### src/rtl/core/srcfp_pkg.sv
package srcfp_pkg;

  localparam int PAYLOAD_BYTES = 22;
  localparam int PAYLOAD_BITS  = PAYLOAD_BYTES * 8;
  localparam int NUM_CHANNELS  = 16;
  localparam int CHANNEL_WIDTH = 11;
  localparam int LOST_WIDTH    = 32;

  localparam logic [7:0] RC_MIN_LENGTH  = 8'd24;
  localparam logic [7:0] MIN_LENGTH     = 8'd2;
  localparam logic [7:0] CRC_POLY       = 8'hD5;
  localparam logic [7:0] SYNC_RESET     = 8'hC8;
  localparam logic [5:0] MAX_LEN_RESET  = 6'd62;
  localparam logic [7:0] RC_TYPE_RESET  = 8'h16;

  // Configuration register indexes.
  localparam logic [1:0] CFG_SYNC_ADDRESS     = 2'd0;
  localparam logic [1:0] CFG_MAX_FRAME_LENGTH = 2'd1;
  localparam logic [1:0] CFG_RC_FRAME_TYPE    = 2'd2;

  typedef enum logic [1:0] {
    STATUS_CHANNEL   = 2'd0,
    STATUS_CRC_ERROR = 2'd1,
    STATUS_OTHER     = 2'd2
  } status_t;

  typedef struct packed {
    logic [7:0] sync_address;
    logic [5:0] max_frame_length;
    logic [7:0] rc_frame_type;
  } cfg_t;

  // A frame that just finished, handed from the parser to the result buffer.
  typedef struct packed {
    logic                    valid;
    status_t                 status;
    logic [PAYLOAD_BITS-1:0] payload;
    logic [LOST_WIDTH-1:0]   lost;
  } frame_done_t;

  // One byte of CRC-8, MSB first.
  function automatic logic [7:0] crc8_step(input logic [7:0] crc, input logic [7:0] b);
    logic [7:0] c;
    c = crc ^ b;
    for (int i = 0; i < 8; i++) begin
      c = c[7] ? ((c << 1) ^ CRC_POLY) : (c << 1);
    end
    return c;
  endfunction

endpackage

### src/rtl/core/srcfp_parser.sv
module srcfp_parser #(
  parameter int LOST_COUNT_WIDTH = 32
) (
  input  logic                 clk,
  input  logic                 rst_n,
  input  srcfp_pkg::cfg_t      cfg,
  input  logic                 accept,
  input  logic [7:0]           rx_byte,
  input  logic                 resync,
  output logic                 crc_next,
  output srcfp_pkg::frame_done_t done
);

  logic [6:0]                  count_r, count_nxt;
  logic [5:0]                  len_r, len_nxt;
  logic [7:0]                  crc_r, crc_nxt;
  logic [7:0]                  type_r, type_nxt;
  logic [LOST_COUNT_WIDTH-1:0] lost_r, lost_nxt;
  logic [7:0]                  payload_r [srcfp_pkg::PAYLOAD_BYTES];
  logic                        store_en;
  logic [4:0]                  store_idx;
  logic [6:0]                  len_plus;

  assign len_plus  = {1'b0, len_r} + 7'd1;
  // The CRC byte sits one place past the length byte's count.
  assign crc_next  = (count_r >= 7'd2) && (count_r == len_plus);
  assign store_idx = 5'(count_r - 7'd3);

  always_comb begin
    count_nxt   = count_r;
    len_nxt     = len_r;
    crc_nxt     = crc_r;
    type_nxt    = type_r;
    lost_nxt    = lost_r;
    store_en    = 1'b0;
    done.valid  = 1'b0;
    done.status = srcfp_pkg::STATUS_OTHER;
    if (accept) begin
      if (resync) begin
        count_nxt = 7'd0;
      end else if (count_r == 7'd0) begin
        if (rx_byte == cfg.sync_address) begin
          count_nxt = 7'd1;
          crc_nxt   = 8'd0;
          type_nxt  = 8'd0;
          len_nxt   = 6'd0;
        end
      end else if (count_r == 7'd1) begin
        if (rx_byte < srcfp_pkg::MIN_LENGTH || rx_byte > {2'b00, cfg.max_frame_length}) begin
          count_nxt = 7'd0;
        end else begin
          len_nxt   = rx_byte[5:0];
          count_nxt = 7'd2;
        end
      end else if (!crc_next) begin
        count_nxt = count_r + 7'd1;
        if (count_r == 7'd2) begin
          type_nxt = rx_byte;
        end else if (count_r <= 7'd24) begin
          store_en = 1'b1;
        end
        crc_nxt = srcfp_pkg::crc8_step(crc_r, rx_byte);
      end else begin
        count_nxt  = 7'd0;
        done.valid = 1'b1;
        if (rx_byte != crc_r) begin
          lost_nxt    = lost_r + LOST_COUNT_WIDTH'(1);
          done.status = srcfp_pkg::STATUS_CRC_ERROR;
        end else if (type_r != cfg.rc_frame_type ||
                     {2'b00, len_r} < srcfp_pkg::RC_MIN_LENGTH) begin
          done.status = srcfp_pkg::STATUS_OTHER;
        end else begin
          done.status = srcfp_pkg::STATUS_CHANNEL;
        end
      end
    end
    done.lost = 32'(lost_nxt);
    for (int i = 0; i < srcfp_pkg::PAYLOAD_BYTES; i++) begin
      done.payload[8*i +: 8] = payload_r[i];
    end
  end

  always_ff @(posedge clk) begin
    if (!rst_n) begin
      count_r <= 7'd0;
      len_r   <= 6'd0;
      crc_r   <= 8'd0;
      type_r  <= 8'd0;
      lost_r  <= '0;
    end else begin
      count_r <= count_nxt;
      len_r   <= len_nxt;
      crc_r   <= crc_nxt;
      type_r  <= type_nxt;
      lost_r  <= lost_nxt;
    end
  end

  always_ff @(posedge clk) begin
    if (store_en) begin
      payload_r[store_idx] <= rx_byte;
    end
  end

  a_count_in_frame: assert property (@(posedge clk) disable iff (!rst_n)
    (count_r >= 7'd2) |-> (count_r <= len_plus))
    else $error("byte count ran past the frame's CRC byte");

  a_done_on_crc: assert property (@(posedge clk) disable iff (!rst_n)
    done.valid |-> (accept && !resync && crc_next))
    else $error("frame finished away from its CRC byte");

endmodule

### src/rtl/core/srcfp_emitter.sv
module srcfp_emitter (
  input  logic                  clk,
  input  logic                  rst_n,
  input  srcfp_pkg::frame_done_t done,
  output logic                  busy,
  output logic                  out_valid,
  input  logic                  out_ready,
  output logic [1:0]            out_status,
  output logic [3:0]            out_channel_index,
  output logic [10:0]           out_channel_value,
  output logic                  out_last_of_frame,
  output logic [31:0]           out_lost_frames
);

  logic [4:0]                              cnt_r;
  logic [3:0]                              idx_r;
  srcfp_pkg::status_t                      status_r;
  logic [srcfp_pkg::PAYLOAD_BITS-1:0]      data_r;
  logic [srcfp_pkg::LOST_WIDTH-1:0]        lost_r;
  logic                                    pop;
  logic                                    is_channel;

  assign busy       = (cnt_r != 5'd0);
  assign out_valid  = busy;
  assign pop        = out_valid && out_ready;
  assign is_channel = (status_r == srcfp_pkg::STATUS_CHANNEL);

  assign out_status        = status_r;
  assign out_channel_index = is_channel ? idx_r : 4'd0;
  assign out_channel_value = is_channel ? data_r[srcfp_pkg::CHANNEL_WIDTH-1:0] : 11'd0;
  assign out_last_of_frame = (cnt_r == 5'd1);
  assign out_lost_frames   = lost_r;

  always_ff @(posedge clk) begin
    if (!rst_n) begin
      cnt_r <= 5'd0;
      idx_r <= 4'd0;
    end else if (done.valid) begin
      cnt_r <= (done.status == srcfp_pkg::STATUS_CHANNEL) ?
               5'(srcfp_pkg::NUM_CHANNELS) : 5'd1;
      idx_r <= 4'd0;
    end else if (pop) begin
      cnt_r <= cnt_r - 5'd1;
      idx_r <= idx_r + 4'd1;
    end
  end

  // Channels are packed LSB first, so each word takes the low 11 bits and shifts.
  always_ff @(posedge clk) begin
    if (done.valid) begin
      status_r <= done.status;
      data_r   <= done.payload;
      lost_r   <= done.lost;
    end else if (pop) begin
      data_r <= data_r >> srcfp_pkg::CHANNEL_WIDTH;
    end
  end

  a_load_when_empty: assert property (@(posedge clk) disable iff (!rst_n)
    done.valid |-> (cnt_r == 5'd0))
    else $error("new frame arrived while results were still pending");

  a_single_word: assert property (@(posedge clk) disable iff (!rst_n)
    (out_valid && !is_channel) |-> (cnt_r == 5'd1))
    else $error("error or other frame holds more than one word");

  a_drain: assert property (@(posedge clk) disable iff (!rst_n)
    (pop && out_last_of_frame && !done.valid) |=> !out_valid)
    else $error("output stayed valid after the last word was taken");

endmodule

### src/rtl/core/serial_rc_frame_parser.sv
// Serial RC frame parser: takes one received byte per cycle, hunts for the
// configured address byte, checks the length byte, runs a CRC-8 (poly 0xD5)
// over type and payload, and at the CRC byte reports the frame. A CRC failure
// gives one error word and bumps the wrapping lost-frame count; a good RC
// channels frame of length 24 or more gives sixteen words, one 11-bit channel
// each; any other good frame gives one word. Input bytes are taken every cycle.
// The only stall is on a frame's CRC byte while words of the previous frame
// are still waiting in the result buffer, which drains at one word per cycle
// while the receiver is ready; the CRC byte goes in the cycle after the last
// word leaves. A frame that follows a sixteen-word frame therefore finishes
// only after all sixteen words of that frame have been taken.
module serial_rc_frame_parser #(
  parameter int LOST_COUNT_WIDTH = 32
) (
  input  logic        clk,
  input  logic        rst_n,
  input  logic        cfg_wr_en,
  input  logic [1:0]  cfg_index,
  input  logic [7:0]  cfg_wdata,
  input  logic        in_valid,
  output logic        in_ready,
  input  logic [7:0]  in_rx_byte,
  input  logic        in_resync,
  output logic        out_valid,
  input  logic        out_ready,
  output logic [1:0]  out_status,
  output logic [3:0]  out_channel_index,
  output logic [10:0] out_channel_value,
  output logic        out_last_of_frame,
  output logic [31:0] out_lost_frames
);

  srcfp_pkg::cfg_t        cfg_r;
  srcfp_pkg::frame_done_t done;
  logic                   crc_next;
  logic                   busy;
  logic                   accept;

  always_ff @(posedge clk) begin
    if (!rst_n) begin
      cfg_r.sync_address     <= srcfp_pkg::SYNC_RESET;
      cfg_r.max_frame_length <= srcfp_pkg::MAX_LEN_RESET;
      cfg_r.rc_frame_type    <= srcfp_pkg::RC_TYPE_RESET;
    end else if (cfg_wr_en) begin
      unique case (cfg_index)
        srcfp_pkg::CFG_SYNC_ADDRESS:     cfg_r.sync_address     <= cfg_wdata;
        srcfp_pkg::CFG_MAX_FRAME_LENGTH: cfg_r.max_frame_length <= cfg_wdata[5:0];
        srcfp_pkg::CFG_RC_FRAME_TYPE:    cfg_r.rc_frame_type    <= cfg_wdata;
        default: ;
      endcase
    end
  end

  // Hold off only the byte that would finish a frame while the buffer still holds words.
  assign in_ready = !(crc_next && busy);
  assign accept   = in_valid && in_ready;

  srcfp_parser #(
    .LOST_COUNT_WIDTH(LOST_COUNT_WIDTH)
  ) u_parser (
    .clk      (clk),
    .rst_n    (rst_n),
    .cfg      (cfg_r),
    .accept   (accept),
    .rx_byte  (in_rx_byte),
    .resync   (in_resync),
    .crc_next (crc_next),
    .done     (done)
  );

  srcfp_emitter u_emitter (
    .clk               (clk),
    .rst_n             (rst_n),
    .done              (done),
    .busy              (busy),
    .out_valid         (out_valid),
    .out_ready         (out_ready),
    .out_status        (out_status),
    .out_channel_index (out_channel_index),
    .out_channel_value (out_channel_value),
    .out_last_of_frame (out_last_of_frame),
    .out_lost_frames   (out_lost_frames)
  );

  a_stall_needs_backlog: assert property (@(posedge clk) disable iff (!rst_n)
    !in_ready |-> out_valid)
    else $error("input stalled with no words pending");

endmodule
### config.mk
export PLATFORM = sky130hd
export DESIGN_NAME = serial_rc_frame_parser
export DESIGN_NICKNAME = d
export VERILOG_FILES = /design/src/rtl/core/srcfp_pkg.sv /design/src/rtl/core/srcfp_parser.sv /design/src/rtl/core/srcfp_emitter.sv /design/src/rtl/core/serial_rc_frame_parser.sv
export SDC_FILE = /design/constraint.sdc
export NUM_CORES = 1
export LEC_CHECK = 0
export BUFFER_PORTS_ARGS = -buffer_cell sky130_fd_sc_hd__buf_4
export CORE_ASPECT_RATIO = 2
export CORE_MARGIN = 5
export CORE_UTILIZATION = 50
export CTS_CLUSTER_DIAMETER = 80
export DETAILED_ROUTE_END_ITERATION = 7
export HOLD_SLACK_MARGIN = 0.02
export PLACE_DENSITY = 0.67
export SLEW_MARGIN = 25
export SYNTH_ARGS = -nofsm -noshare
export SYNTH_HDL_FRONTEND = slang
export SYNTH_SLANG_ARGS = --single-unit
### constraint.sdc
create_clock -name clk -period 10.3 [get_ports clk]
set_input_delay 0 -clock clk [delete_from_list [all_inputs] [get_ports clk]]
set_output_delay 0 -clock clk [all_outputs]
set_load 0.005 [all_outputs]
==> metrics.md <==
| Metric | Value |
|---|---|
| Largest family of logic cells by synthesized area | simple AND/OR/NAND/NOR gates |
| Filler Cell Count | 3149 |
| GRT Overall Usage | 20.4% |
| Routed Wire Length | 43000 um |
| Routing usage on met2 | 39.6% |
| Core Rows | 101 |
| Post-synth EDFFs | 386 |
| Antenna Violating Nets Remaining | 0 |
| Number of DRC markers in iteration 0 | 986 |
| Worst EP arrival | 5.72 ns |
| First-pass GRT wire length | 67500 um |
| Commonest cells post-synth | nand2_1, edfxtp_1, dfxtp_1 |
| DRC Markers | 0 |
| Crit end category | register |
| Die ar. | 0.0427 sq mm |
| Largest net degree at the start of global routing | 121 |
| Drt first pass iters | 5 |
| Clk sink count | 478 |
| Die Y | 287 um |
| WHS | 0.0633 ns |
| Slack of the critical path | 4.74 ns |
| Synth Area in Simple Gates | 18.4% |
| H-tree levels | 2 |
| Antenna Cells | 0 |
| Crit path buffers/inverters | 2 |
| Met3 Use GR | 2.63% |
| Complex-gate fraction of the synthesized area | 3.26% |
| Critical path class | register to register |
| RSZ-0062 raised after global routing | no |
| Worst-margin pin slew | 1.02 ns |
| I/O Pins | 76 |
| Clk_skew | 0.0148 ns |
| Met1 Usage GRT | 21.4% |
| # setup viols final | 0 |
| Leakage | 8.45 nW |
| HP Class | primary input to register |
| CP max stage delay | 0.89 ns |
| Synth cell types | 69 |
| Wirelength per Cell | 19.3 um |
| Proportion of layout cells with a drive suffix above 1 | 9.22% |
| Run status | finished, final reports clean |
| Post-synthesis sequential area ratio | 69.9% |
| Top FF cell, synth | edfxtp_1 |
| Setup TNS after final layout | 0 ns |
| Most frequent cell after synthesis | nand2_1 |
| Mux contribution to synthesized area | 1.37% |
| Mean Syn Cell Area | 12.0 sq um |
| Fin crit share | 54.0% |
| CTS root buffer | clkbuf_16 |
| Synthesized-area fraction occupied by adder cells | 1.11% |
| CTS tree | done |
| Gpl congestion | 0.873 |
| Xor and xnor fraction of the mapped netlist area | 3.78% |
| Vias per cell | 5.34 |
| Synth-to-Final Area Change | 13.4% |
| Critical path's slowest cell | buf_4 |
| Fin. Hold Viols | 0 |
| Gr busiest metal | met2 |
| Nets | 1723 |
| Synth area leaders | edfxtp_1, nand2_1, dfxtp_1 |
| Vias in the first global route | 12400 |
| Slew headroom | 32.2% |
| HPWL after DPL | 27200 um |
| Synth Instances | 1597 |
| DP Cell Count | 2125 |
| Finished Layout Cells | 2228 |
| Max-cap violations | 0 |
| PwrDens | 218 mW/mm^2 |
| Synth Cell Area | 0.0192 sq mm |
| Synth top area share | 60.3% |
| Max Root-Sink Buffers | 3 |
| Die Wd | 149 um |
| Fraction of registers with async set/reset | 0% |
| CP max FO | 77 |
| Core ar. | 0.0380 sq mm |
| Initial Util | 50.5% |
| Total congestion overflow | 0 |
| Max VDD drop | 159 uV |
| Port Buffers | 75 |
| Max Fclk | 0.180 GHz |
| Postcts setup bufs | 0 |
| Initial antenna violation count | 0 |
| CP Data Required Time | 10.46 ns |
| Post-layout util | 57.3% |
| CP top delay family | buffers and inverters |
| Syn nets | 1638 |
| Via Count | 11900 |
| DP Worst Slack | 4.89 ns |
| Crit-path cells | nand3_1 -> o21a_1 -> o41ai_1 -> o211a_2 -> nand2_4 -> nand2_4 -> buf_4 -> buf_4 |
| Startpoint types | register |
| Cell taking the most area after synthesis | edfxtp_1 |
| Synth warn | 0 |
| Clock transition at path regs | 0.07 ns |
| Total CTS buffers | 40 |
| #FFs+latches synth | 478 |
| Pins Over Slew Limit | 0 |
| Period minus WS final | 5.56 ns |
| Worst-Skew Late Latency | 0.55 ns |
-- worst paths after layout --
path | start | endpoint | slack [ns] | depth (start not counted)
min reg2reg | u_parser.crc_r[2] | u_parser.crc_r[2] | 0.47 | 2
min | cfg_index[1] | cfg_r[11] | 0.06 | 4
max reg2reg | u_parser.len_r[2] | u_emitter.data_r[111] | 4.74 | 8
max | u_parser.len_r[2] | u_emitter.data_r[111] | 4.74 | 8
-- worst min-delay path, stage by stage --
cell	delay, ns
buf_4	0.09
nand3b_1	0.30
o21ai_0	0.13
nand2_1	0.06
-- cell usage in the layout (no fill, tap or decap), types with 9 or more instances in the layout --
cell type      Yosys  final
a21oi_1           12     12
a22o_1            14     14
and2_1            42     42
and3_1            17     17
buf_4              0     85
clkbuf_1          30      9
clkbuf_16          0     43
clkinv_1           0     10
dfxtp_1           92     92
dlygate4sd3_1      0     30
edfxtp_1         386    386
ha_1              17     17
inv_1             23     23
mux2i_1           24     24
nand2_1          558    556
nand2b_1          12     12
nand3_1           28     28
nand4_1           21     21
nor2_1            68     68
nor3_1            15     15
nor4_1            12     12
o21ai_0           15     15
xnor2_1           51     51
xor2_1            32     32
-- routing by layer --
metal	vias up	share of wire, %
li1	5677	-
met1	5851	35
met2	278	57
met3	91	3.5
met4	0	4.1
met5	-	0
-- final cells by class --
type | count | area (sq um) | share of cell area [%]
Clock inverter | 20 | 175 | 0.804
Sequential cell | 478 | 13400 | 61.6
Inverter | 24 | 95.1 | 0.436
Multi-Input combinational cell | 1023 | 5390 | 24.7
Timing Repair Buffer | 115 | 938 | 4.31
Clock buffer | 53 | 1110 | 5.12
Tap cell | 515 | 644 | 2.96
-- power breakdown --
group          switching (mW)  internal, mW
Clock                   0.668         0.841
Sequential             0.0999          2.53
Combinational           0.446         0.173
Total                    1.21          3.55
-- registers in the layout (all words and copies together), names as in the netlist --
name	flops
u_parser.lost_r	32
u_parser.len_r	6
u_parser.count_r	7
u_emitter.data_r	176
u_emitter.cnt_r	5
u_parser.crc_r	8
cfg_r	22
u_parser.type_r	8
u_emitter.out_lost_frames	32
u_emitter.out_status	2
u_emitter.idx_r	4
u_parser.payload_r	176
-- repair_timing --
item	in CTS	in global routing
endpoints found under the hold margin	217	0
hold buffers	30	0
gates resized for setup	0	0
-- stage by stage --
stage	power [mW]	area, sq um
after detailed placement	3.30	20200
after global routing	4.98	21800
final	4.76	21800
after CTS	4.81	21800
after global placement	3.27	20200
after floorplan	3.11	19200
-- logic make-up after synthesis --
kind of cell,Yosys count
AO/OA/AOI/OAI,85
multiplexers,26
flip-flops,478
buffers and inverters,96
AND/OR/NAND/NOR,812
adder cells (fa/ha/maj),17
XOR/XNOR,83
No activity file was read; power rests on OpenSTA's default activity.
